**config.mk**
```make
export PLATFORM = sky130hd
export DESIGN_NAME = bba_ctrl
export DESIGN_NICKNAME = d
export VERILOG_FILES = /design/src/design/bba_pkg.sv /design/src/design/bba_ctrl.sv
export SDC_FILE = /design/constraint.sdc
export NUM_CORES = 1
export LEC_CHECK = 0
export BUFFER_PORTS_ARGS = -buffer_cell sky130_fd_sc_hd__buf_2
export CAP_MARGIN = 20
export CORE_AREA = 2 2 163 165
export CTS_BUF_LIST = sky130_fd_sc_hd__clkbuf_4
export DETAILED_ROUTE_END_ITERATION = 8
export DIE_AREA = 0 0 165 167
export PLACE_DENSITY_LB_ADDON = 0.25
export SLEW_MARGIN = 20
export SYNTH_ARGS = -nofsm -noshare
export SYNTH_HDL_FRONTEND = slang
export SYNTH_SLANG_ARGS = --single-unit
```
**constraint.sdc**
```tcl
create_clock -name clk -period 6.2 [get_ports clk]
set_input_delay 0.93 -clock clk [delete_from_list [all_inputs] [get_ports clk]]
set_output_delay 0.93 -clock clk [all_outputs]
set_load 0.01 [all_outputs]
```
**src/design/bba_pkg.sv**
```systemverilog
`timescale 1ns / 1ps

package bba_pkg;

  localparam int REGION_LOG2  = 16;
  localparam int HEADER_BYTES = 16;
  localparam int GRAIN_LOG2   = 4;
  localparam int SLOT_W       = REGION_LOG2 - GRAIN_LOG2;
  localparam int LG_W         = 5;
  localparam int ENTRY_W      = 7;
  localparam int MINB_W       = 17;
  localparam int NEED_W       = (REGION_LOG2 + 2 > 18) ? REGION_LOG2 + 2 : 18;
  localparam int MIN_BLOCK_RESET = 16;

  // table entry bits
  localparam int E_HEAD_BIT = 6;
  localparam int E_USED_BIT = 5;

  typedef enum logic [1:0] {
    FUNC_ACQUIRE = 2'd0,
    FUNC_RELEASE = 2'd1,
    FUNC_CLEAR   = 2'd2,
    FUNC_QUERY   = 2'd3
  } func_t;

  typedef enum logic [2:0] {
    ST_OK      = 3'd0,
    ST_ZERO    = 3'd1,
    ST_NOFIT   = 3'd2,
    ST_RANGE   = 3'd3,
    ST_NOT_USE = 3'd4
  } status_t;

  typedef struct packed {
    logic [1:0]  func;
    logic [15:0] req_size;
    logic [15:0] offset;
  } in_item_t;

  typedef struct packed {
    logic        ok;
    logic [2:0]  status;
    logic [15:0] block_offset;
    logic [15:0] granted_size;
  } out_item_t;

  typedef struct packed {
    logic               en;
    logic               we;
    logic [SLOT_W-1:0]  addr;
    logic [ENTRY_W-1:0] wdata;
  } mem_req_t;

  typedef struct packed {
    logic      valid;
    out_item_t item;
  } ctrl_res_t;

  function automatic logic [ENTRY_W-1:0] mk_entry(input logic used, input logic [LG_W-1:0] lg);
    mk_entry = {1'b1, used, lg};
  endfunction

  function automatic out_item_t mk_res(input logic ok, input status_t st,
                                       input logic [15:0] off, input logic [15:0] gs);
    out_item_t r;
    r.ok           = ok;
    r.status       = st;
    r.block_offset = off;
    r.granted_size = gs;
    mk_res = r;
  endfunction

endpackage

```
**src/design/bba_ctrl.sv**
```systemverilog
`timescale 1ns / 1ps

module bba_ctrl import bba_pkg::*; (
  input  logic               clk,
  input  logic               rst_n,
  input  logic               in_valid,
  output logic               in_stall,
  input  in_item_t           in_data,
  input  logic               cfg_we,
  input  logic [MINB_W-1:0]  cfg_wdata,
  input  logic               res_ready,
  output ctrl_res_t          res,
  output mem_req_t           mreq,
  input  logic [ENTRY_W-1:0] mrdata
);

  typedef enum logic [11:0] {
    S_CLR   = 12'b000000000001,
    S_IDLE  = 12'b000000000010,
    S_WRD   = 12'b000000000100,
    S_WEV   = 12'b000000001000,
    S_PICK  = 12'b000000010000,
    S_SPLIT = 12'b000000100000,
    S_RRD   = 12'b000001000000,
    S_REV   = 12'b000010000000,
    S_BRD   = 12'b000100000000,
    S_BEV   = 12'b001000000000,
    S_MRG   = 12'b010000000000,
    S_DONE  = 12'b100000000000
  } state_t;

  localparam logic [LG_W-1:0] LG_GRAIN  = LG_W'(GRAIN_LOG2);
  localparam logic [LG_W-1:0] LG_REGION = LG_W'(REGION_LOG2);

  state_t             state_r, state_nxt;
  logic [SLOT_W:0]    slot_r, slot_nxt;
  logic [SLOT_W-1:0]  base_r, base_nxt;
  logic [LG_W-1:0]    best_lg_r, best_lg_nxt;
  logic               found_r, found_nxt;
  logic [LG_W-1:0]    lg_r, lg_nxt;
  logic [NEED_W-1:0]  need_r, need_nxt;
  logic               is_acq_r, is_acq_nxt;
  logic               clr_reply_r, clr_reply_nxt;
  logic [SLOT_W-1:0]  clr_cnt_r, clr_cnt_nxt;
  logic [MINB_W-1:0]  min_blk_r;
  out_item_t          res_r, res_nxt;

  logic [LG_W-1:0]    e_lg;
  logic               e_ok;
  logic [NEED_W-1:0]  need2;
  logic [SLOT_W-1:0]  bud_mask;
  logic [SLOT_W-1:0]  bud_slot;
  logic [NEED_W-1:0]  rel_start;
  logic [NEED_W-1:0]  grant_off;
  logic [NEED_W-1:0]  grant_size;

  assign e_lg = mrdata[LG_W-1:0];
  assign e_ok = mrdata[E_HEAD_BIT] && (e_lg >= LG_GRAIN) && (e_lg <= LG_REGION);
  assign need2 = (need_r < NEED_W'(min_blk_r)) ? NEED_W'(min_blk_r) : need_r;
  assign bud_mask = SLOT_W'(1) << (lg_r - LG_GRAIN);
  assign bud_slot = base_r ^ bud_mask;
  assign rel_start = NEED_W'(in_data.offset) - NEED_W'(HEADER_BYTES);
  assign grant_off = {{(NEED_W - SLOT_W - GRAIN_LOG2){1'b0}}, base_r, {GRAIN_LOG2{1'b0}}}
                     + NEED_W'(HEADER_BYTES);
  assign grant_size = (NEED_W'(1) << lg_r) - NEED_W'(HEADER_BYTES);

  assign in_stall  = (state_r != S_IDLE);
  assign res.valid = (state_r == S_DONE);
  assign res.item  = res_r;

  always_comb begin
    state_nxt     = state_r;
    slot_nxt      = slot_r;
    base_nxt      = base_r;
    best_lg_nxt   = best_lg_r;
    found_nxt     = found_r;
    lg_nxt        = lg_r;
    need_nxt      = need_r;
    is_acq_nxt    = is_acq_r;
    clr_reply_nxt = clr_reply_r;
    clr_cnt_nxt   = clr_cnt_r;
    res_nxt       = res_r;
    mreq          = '0;

    case (state_r)
      S_CLR: begin
        // sweep the table, seeding slot 0 with the whole region
        mreq.en    = 1'b1;
        mreq.we    = 1'b1;
        mreq.addr  = clr_cnt_r;
        mreq.wdata = (clr_cnt_r == '0) ? mk_entry(1'b0, LG_REGION) : '0;
        clr_cnt_nxt = clr_cnt_r + SLOT_W'(1);
        if (clr_cnt_r == '1) begin
          res_nxt   = mk_res(1'b1, ST_OK, '0, '0);
          state_nxt = clr_reply_r ? S_DONE : S_IDLE;
        end
      end
      S_IDLE: begin
        if (in_valid) begin
          slot_nxt  = '0;
          found_nxt = 1'b0;
          case (func_t'(in_data.func))
            FUNC_ACQUIRE: begin
              is_acq_nxt = 1'b1;
              if (in_data.req_size == '0) begin
                res_nxt   = mk_res(1'b0, ST_ZERO, '0, '0);
                state_nxt = S_DONE;
              end else begin
                need_nxt  = NEED_W'(in_data.req_size) + NEED_W'(HEADER_BYTES);
                state_nxt = S_WRD;
              end
            end
            FUNC_RELEASE: begin
              if (in_data.offset == '0) begin
                res_nxt   = mk_res(1'b1, ST_OK, '0, '0);
                state_nxt = S_DONE;
              end else if (NEED_W'(in_data.offset) < NEED_W'(HEADER_BYTES) ||
                           NEED_W'(in_data.offset) >= (NEED_W'(1) << REGION_LOG2)) begin
                res_nxt   = mk_res(1'b0, ST_RANGE, '0, '0);
                state_nxt = S_DONE;
              end else if (rel_start[GRAIN_LOG2-1:0] != '0) begin
                res_nxt   = mk_res(1'b0, ST_NOT_USE, '0, '0);
                state_nxt = S_DONE;
              end else begin
                base_nxt  = rel_start[GRAIN_LOG2 +: SLOT_W];
                state_nxt = S_RRD;
              end
            end
            FUNC_CLEAR: begin
              clr_cnt_nxt   = '0;
              clr_reply_nxt = 1'b1;
              state_nxt     = S_CLR;
            end
            default: begin
              is_acq_nxt = 1'b0;
              if (in_data.req_size == '0) begin
                res_nxt   = mk_res(1'b0, ST_ZERO, '0, '0);
                state_nxt = S_DONE;
              end else if (NEED_W'(in_data.req_size) <= NEED_W'(HEADER_BYTES)) begin
                res_nxt   = mk_res(1'b0, ST_NOFIT, '0, '0);
                state_nxt = S_DONE;
              end else begin
                need_nxt  = NEED_W'(in_data.req_size);
                state_nxt = S_WRD;
              end
            end
          endcase
        end
      end
      S_WRD: begin
        if (slot_r[SLOT_W]) begin
          state_nxt = S_PICK;
        end else begin
          mreq.en   = 1'b1;
          mreq.addr = slot_r[SLOT_W-1:0];
          state_nxt = S_WEV;
        end
      end
      S_WEV: begin
        if (!e_ok) begin
          state_nxt = S_PICK;
        end else begin
          if (!mrdata[E_USED_BIT] && need_r <= (NEED_W'(1) << e_lg) &&
              (!found_r || e_lg < best_lg_r)) begin
            found_nxt   = 1'b1;
            best_lg_nxt = e_lg;
            base_nxt    = slot_r[SLOT_W-1:0];
          end
          slot_nxt  = slot_r + ((SLOT_W+1)'(1) << (e_lg - LG_GRAIN));
          state_nxt = S_WRD;
        end
      end
      S_PICK: begin
        state_nxt = S_DONE;
        if (!found_r) begin
          res_nxt = mk_res(1'b0, ST_NOFIT, '0, '0);
        end else if (!is_acq_r) begin
          res_nxt = mk_res(1'b1, ST_OK, '0, '0);
        end else if (need2 > (NEED_W'(1) << best_lg_r)) begin
          res_nxt = mk_res(1'b0, ST_NOFIT, '0, '0);
        end else begin
          need_nxt  = need2;
          lg_nxt    = best_lg_r;
          state_nxt = S_SPLIT;
        end
      end
      S_SPLIT: begin
        // one halving per cycle, the upper half goes back free
        mreq.en = 1'b1;
        mreq.we = 1'b1;
        if (lg_r > LG_GRAIN && need_r <= (NEED_W'(1) << (lg_r - LG_W'(1)))) begin
          mreq.addr  = base_r + (SLOT_W'(1) << (lg_r - LG_W'(GRAIN_LOG2 + 1)));
          mreq.wdata = mk_entry(1'b0, lg_r - LG_W'(1));
          lg_nxt     = lg_r - LG_W'(1);
        end else begin
          mreq.addr  = base_r;
          mreq.wdata = mk_entry(1'b1, lg_r);
          res_nxt    = mk_res(1'b1, ST_OK, grant_off[15:0], grant_size[15:0]);
          state_nxt  = S_DONE;
        end
      end
      S_RRD: begin
        mreq.en   = 1'b1;
        mreq.addr = base_r;
        state_nxt = S_REV;
      end
      S_REV: begin
        if (!e_ok || !mrdata[E_USED_BIT]) begin
          res_nxt   = mk_res(1'b0, ST_NOT_USE, '0, '0);
          state_nxt = S_DONE;
        end else begin
          mreq.en    = 1'b1;
          mreq.we    = 1'b1;
          mreq.addr  = base_r;
          mreq.wdata = mk_entry(1'b0, e_lg);
          lg_nxt     = e_lg;
          state_nxt  = S_BRD;
        end
      end
      S_BRD: begin
        if (lg_r >= LG_REGION) begin
          res_nxt   = mk_res(1'b1, ST_OK, '0, '0);
          state_nxt = S_DONE;
        end else begin
          mreq.en   = 1'b1;
          mreq.addr = bud_slot;
          state_nxt = S_BEV;
        end
      end
      S_BEV: begin
        if (!mrdata[E_HEAD_BIT] || mrdata[E_USED_BIT] || e_lg != lg_r) begin
          res_nxt   = mk_res(1'b1, ST_OK, '0, '0);
          state_nxt = S_DONE;
        end else begin
          // drop the header of whichever half is upper
          mreq.en    = 1'b1;
          mreq.we    = 1'b1;
          mreq.wdata = '0;
          if ((base_r & bud_mask) != '0) begin
            mreq.addr = base_r;
            base_nxt  = bud_slot;
          end else begin
            mreq.addr = bud_slot;
          end
          lg_nxt    = lg_r + LG_W'(1);
          state_nxt = S_MRG;
        end
      end
      S_MRG: begin
        mreq.en    = 1'b1;
        mreq.we    = 1'b1;
        mreq.addr  = base_r;
        mreq.wdata = mk_entry(1'b0, lg_r);
        state_nxt  = S_BRD;
      end
      S_DONE: begin
        if (res_ready) begin
          state_nxt = S_IDLE;
        end
      end
      default: begin
        state_nxt = S_IDLE;
      end
    endcase
  end

  always_ff @(posedge clk) begin
    if (!rst_n) begin
      state_r     <= S_CLR;
      clr_cnt_r   <= '0;
      clr_reply_r <= 1'b0;
      min_blk_r   <= MINB_W'(MIN_BLOCK_RESET);
    end else begin
      state_r     <= state_nxt;
      clr_cnt_r   <= clr_cnt_nxt;
      clr_reply_r <= (state_nxt == S_CLR) ? clr_reply_nxt : 1'b0;
      if (cfg_we) begin
        min_blk_r <= (cfg_wdata < MINB_W'(MIN_BLOCK_RESET)) ? MINB_W'(MIN_BLOCK_RESET)
                                                            : cfg_wdata;
      end
    end
  end

  always_ff @(posedge clk) begin
    slot_r    <= slot_nxt;
    base_r    <= base_nxt;
    best_lg_r <= best_lg_nxt;
    found_r   <= found_nxt;
    lg_r      <= lg_nxt;
    need_r    <= need_nxt;
    is_acq_r  <= is_acq_nxt;
    res_r     <= res_nxt;
  end

endmodule

```
* After elaboration in Yosys (flattened, before gate mapping)
Index checks and enable logic that the tools add are counted.
Word-level totals: register bits 133, input bits 63, logic and storage cells 225, output and inout bits 59
Operators by class: mux-type cells 90, add/subtract/negate cells 12, bitwise gates (word level) 3, shifts and indexed selects 7, $lt $le $gt $ge 12, equality and inequality tests 46, reduce and logical (&&, ||, !) cells 40
Operators with widths (number):
- 36-bit two-way mux | 15
- 12-bit two-way mux | 31
- 36-bit one-hot mux with 7 select lines | 1
- 18-bit two-way mux | 8
- 12-bit one-hot mux with 12 select lines | 1
- 36-bit one-hot mux with 3 select lines | 1
- 12-bit one-hot mux with 7 select lines | 1
- 12-bit one-hot mux with 3 select lines | 2
- 18-bit one-hot mux with 2 select lines | 2
- 1-bit by 5-bit left shift with 18-bit output (first input constant) | 3
- 2-bit != test (second input constant) | 23
- 21-bit two-way mux | 2
- 5-bit two-way mux | 8
- 18-bit <= comparator | 2
- 7-bit one-hot mux with 5 select lines | 1
- 16-bit zero test | 2
- 13-bit two-way mux | 2
- 13-bit one-hot mux with 2 select lines | 1
- 12-bit by 1-bit == test with 1-bit output (second input constant) | 2
- 12-bit == test (second input constant) | 2
- 12-bit one-hot mux with 2 select lines | 1
- 1-bit by 5-bit left shift with 12-bit output (first input constant) | 2
- 5-bit one-hot mux with 4 select lines | 1
- 19-bit two-way mux | 1
- other kinds (68) | 95

* Logic depth before layout (Yosys ltp)
depth after elaboration 10, depth in mapped cells 20, gate-level depth less buffers 18

* Worst setup path before layout
OpenSTA, ideal clock, no wires.
path type register -> register, start point register need_r[2], end point register need_r[0] (enable), setup time 0.418 ns, required time 5.782 ns, clock period less this slack 5.204 ns, buffers on the path 1, setup slack 0.996 ns, cell stages (with the launch flop) 16, data arrival time 4.785 ns, path through edfxtp_1 > ha_1 > a21oi_1 > o21ai_0 > a31oi_1 > o21ai_0 > a221o_1 > a21oi_4 > buf_4 > mux2_2 > ha_1 > nand4_1 > or2_2 > nor4_1 > a31oi_1 > o21ai_0
Between the ends: longest elaborated chain between the ends 5
Ends and longest elaborated chain:
- start: declaration | line bba_ctrl.sv:41 | logic [NEED_W-1:0] need_r, need_nxt;
- start signal: assignment | line bba_ctrl.sv:290 | need_r <= need_nxt;
- 18-bit by 17-bit < comparator with 1-bit output | line bba_ctrl.sv:59 | assign need2 = (need_r < NEED_W'(min_blk_r)) ? NEED_W'(min_blk_r) : need_r;
- 18-bit two-way mux (*) | line bba_ctrl.sv:59
- 18-bit > comparator (*) | line bba_ctrl.sv:179 | end else if (need2 > (NEED_W'(1) << best_lg_r)) begin
- 2-bit != test (no line) (*)
- 8-bit AND reduction (no line) (*)
Every way passes the cells marked *; elsewhere a longest branch is shown, timed or not. A chain may end at the register's enable or synchronous reset.

==> flow_summary.toml <==
[clock_network]
clk_latency_ns = 0.58
clkSlewWorstSetupHoldPaths_ns = 0.12
htree_levels = 4
cts-root-buf = "clkbuf_4"
cts_tree = "built"
cts_buffers = 17
hold_buffers = 0
cts_max_path_buffers = 2
clkSinkCount = 129

[detailed_routing]
firstDrtPassIters = 8
drt-vias-per-instance = 6.05
drc_errors = 0
vias = 11100
wl_per_cell_um = 20.0
wl_mm = 36.8
drt_iter0_drc = 1195
postRouteAntennaNets = 0

[cells_and_area]
num-fill-cells = 2530
syn_to_final_growth_pct = 12.0
multi_input_area_sq_um = 7710
seqCellArea_sq_um = 3450
nets = 1695
drive_gt1_frac = 0.161
instances_no_fill = 1842

[die]
rows = 59
die-area_sq_um = 27600
die_w_um = 165
die_h_um = 167
ios = 122
coreArea_sq_um = 25800
start_util = 0.452

[synthesis]
synth-async-reset-ratio = 0
yosys.area.top_type = "edfxtp_1"
yosysMostFrequentCell = "nor2_1"
ys_ff_latch = 129
synth_area_leaders = "edfxtp_1 22%, ha_1 15%, dfxtp_1 7.2%, nor2_1 5.2%, nor3_1 3.6%"
synth_top_area_frac = 0.224
synthCells = 1383
synthTopCellsByCount = "160 x nor2_1, 138 x ha_1, 110 x nand2_1"
synth_warnings = 0
synth-main-ff-cell = "edfxtp_1"
synth_edf_count = 87
synth_seq_area_share = 0.297
synth.distinct_cells = 77
syn_avg_cell_area_sq_um = 8.42
synth_area_sq_um = 11600

[placed_design]
place_ws_ns = 0.366
io_buffers = 117
place_hpwl_mm = 28.2
gp_congestion = 0.964
numPlacedInstances = 1802

[global_routing]
top_usage_layer = "met2"
grt_use_met3 = 0.0436
grt_pass1_vias = 10300
use_met1 = 0.376
grt_max_degree = 35
grt_pass1_wl_mm = 56.7
grt_use_met2 = 0.414
grt-ovfl-total = 0
antenna_found_initial = 1
grt_use_total = 0.266

[pwr]
p_int_uw = 1490
irDropWorstVdd_mv = 0.106
power_frac_seq = 0.473
switching_power_uw = 640
p_sw_frac = 0.301
power.leakage_uw = 0.00524
clockPowerShare = 0.348
power_density_nw_per_um2 = 163
finalPower_uw = 2130
p_comb_frac = 0.179

[flow_run]
maxCapViolations = 0

[sta]
final.setup.tns_ns = 0
fin_ws_ns = 0.278
fmax_ghz = 0.169
finalCritPeriodShare = 0.955
hold_viol = 0
fin_skew_ns = 0.0258
slew_viol_final = 0
setup_viol = 0
post-route-min-period_ns = 5.92
slew_headroom = 0.283
max_slew.worst_pin.slew_ns = 1.07

[worst_setup_path]
critPathArrivalTime_ns = 4.99
crit_required_ns = 5.27
cp-start-kind = "flip-flop"
critical_path_class = "reg -> out"
end_kind = "output port"
worstPathMaxFanout = 6

[outcome]
status = "completed"

[hold_path]
worstHoldPathType = "reg -> reg"
-- cell usage in the layout (no fill, tap or decap), types with 5 or more instances in the layout --
cell	synthesis	final
nor2_1	160	159
ha_1	138	137
buf_2	5	117
nand2_1	110	109
edfxtp_1	87	87
nor3_1	84	84
a21oi_1	81	80
nand3_1	63	63
inv_1	61	60
o21ai_0	49	48
dfxtp_1	42	42
xnor2_1	41	40
buf_4	8	35
xor2_1	34	34
nand4_1	33	33
nor2b_1	34	32
nor4_1	20	20
mux2_2	20	20
and2_1	19	19
a21o_1	19	19
a22oi_1	18	18
clkbuf_4	0	18
o211ai_1	16	16
mux2i_1	15	15
or3_1	12	12
and3_1	12	12
a222oi_1	12	12
nand2b_1	12	11
or2_2	8	8
a221o_1	8	8
o31ai_1	7	7
o21a_1	7	7
a31oi_1	7	7
nor3b_1	6	6
and4_1	6	6
bufinv_16	0	5
-- final cells by class --
class,instances,share of cell area
Tap cell,335,0.0321
Clock buffer,18,0.0104
Inverter,62,0.0178
Antenna cell,2,0.000384
Clock inverter,14,0.0159
Multi-Input combinational cell,1128,0.592
Timing Repair Buffer,154,0.0670
Sequential cell,129,0.265
-- final timing paths --
| check | start | slack, ns | to | depth (start not counted) |
|---|---|---|---|---|
| worst max register to register | min_blk_r[2] | 0.71 | res[11] | 18 |
| worst min register to register | clr_cnt_r[11] | 0.55 | clr_cnt_r[11] | 2 |
| worst min-delay path | clr_cnt_r[11] | 0.55 | clr_cnt_r[11] | 2 |
| worst max-delay path | lg_r[0] | 0.28 | mreq[1] | 16 |
-- cell families (layout without fill, tap and decap cells) --
family	after synthesis	count (layout)	share of synthesized area
AND/OR/NAND/NOR	610	610	0.266
AO/OA/AOI/OAI	264	264	0.151
adder cells (fa/ha/maj)	140	140	0.152
flip-flops	129	129	0.297
buffers and inverters	129	248	0.0460
XOR/XNOR	75	75	0.0564
multiplexers	35	35	0.0323
other	1	6	0.000322
-- repair_timing --
item	CTS	global route
resized for setup	1	10
setup buffers	4	1
pin swaps	0	1
setup endpoints to repair	14	18
-- power by group through the flow --
| stage | sequential, uW | clock (uW) | combinational (uW) |
|---|---|---|---|
| after floorplan | 1030 | 0 | 224 |
| after global placement | 1020 | 0 | 372 |
| after detailed placement | 1030 | 0 | 378 |
| after CTS | 1010 | 751 | 379 |
| after global routing | 1010 | 787 | 420 |
| final | 1010 | 741 | 380 |
-- metrics by stage --
step                 util  cell area [sq um]  hold WS, ns
global placement    0.489              12600        0.511
detailed placement  0.489              12600        0.528
finish              0.506              13000        0.555
CTS                 0.504              13000        0.546
floorplan               -              11600        0.467
global route        0.506              13000        0.580
-- registers in the layout (all words and copies together) (netlist names) --
register,count
base_r,12
best_lg_r,5
clr_cnt_r,12
clr_reply_r,1
found_r,1
is_acq_r,1
lg_r,5
min_blk_r,17
need_r,18
res,32
slot_r,13
state_r,12
-- critical path, stage by stage, from the launching register on --
cell and delay (ns):
edfxtp_1 0.47, buf_4 0.18, nor3_1 0.34, xnor2_1 0.29
nor2b_2 0.33, nor2b_2 0.24, nand2_1 0.08, ha_1 0.34
and4_1 0.22, and4bb_2 0.24, a221oi_1 0.28, o211ai_1 0.20
a21oi_4 0.30, nand2b_2 0.28, nand2_1 0.13, a221o_1 0.35
buf_2 0.16
-- routing by layer --
layer / wire, um / share of wire / vias to the layer above
li1: - / - / 5291
met4: 1090 / 0.030 / 0
met1: 16300 / 0.44 / 5277
met3: 3050 / 0.083 / 74
met2: 16400 / 0.45 / 503
met5: 0 / 0 / -
Note: power is estimated with default switching activity, not from simulation.
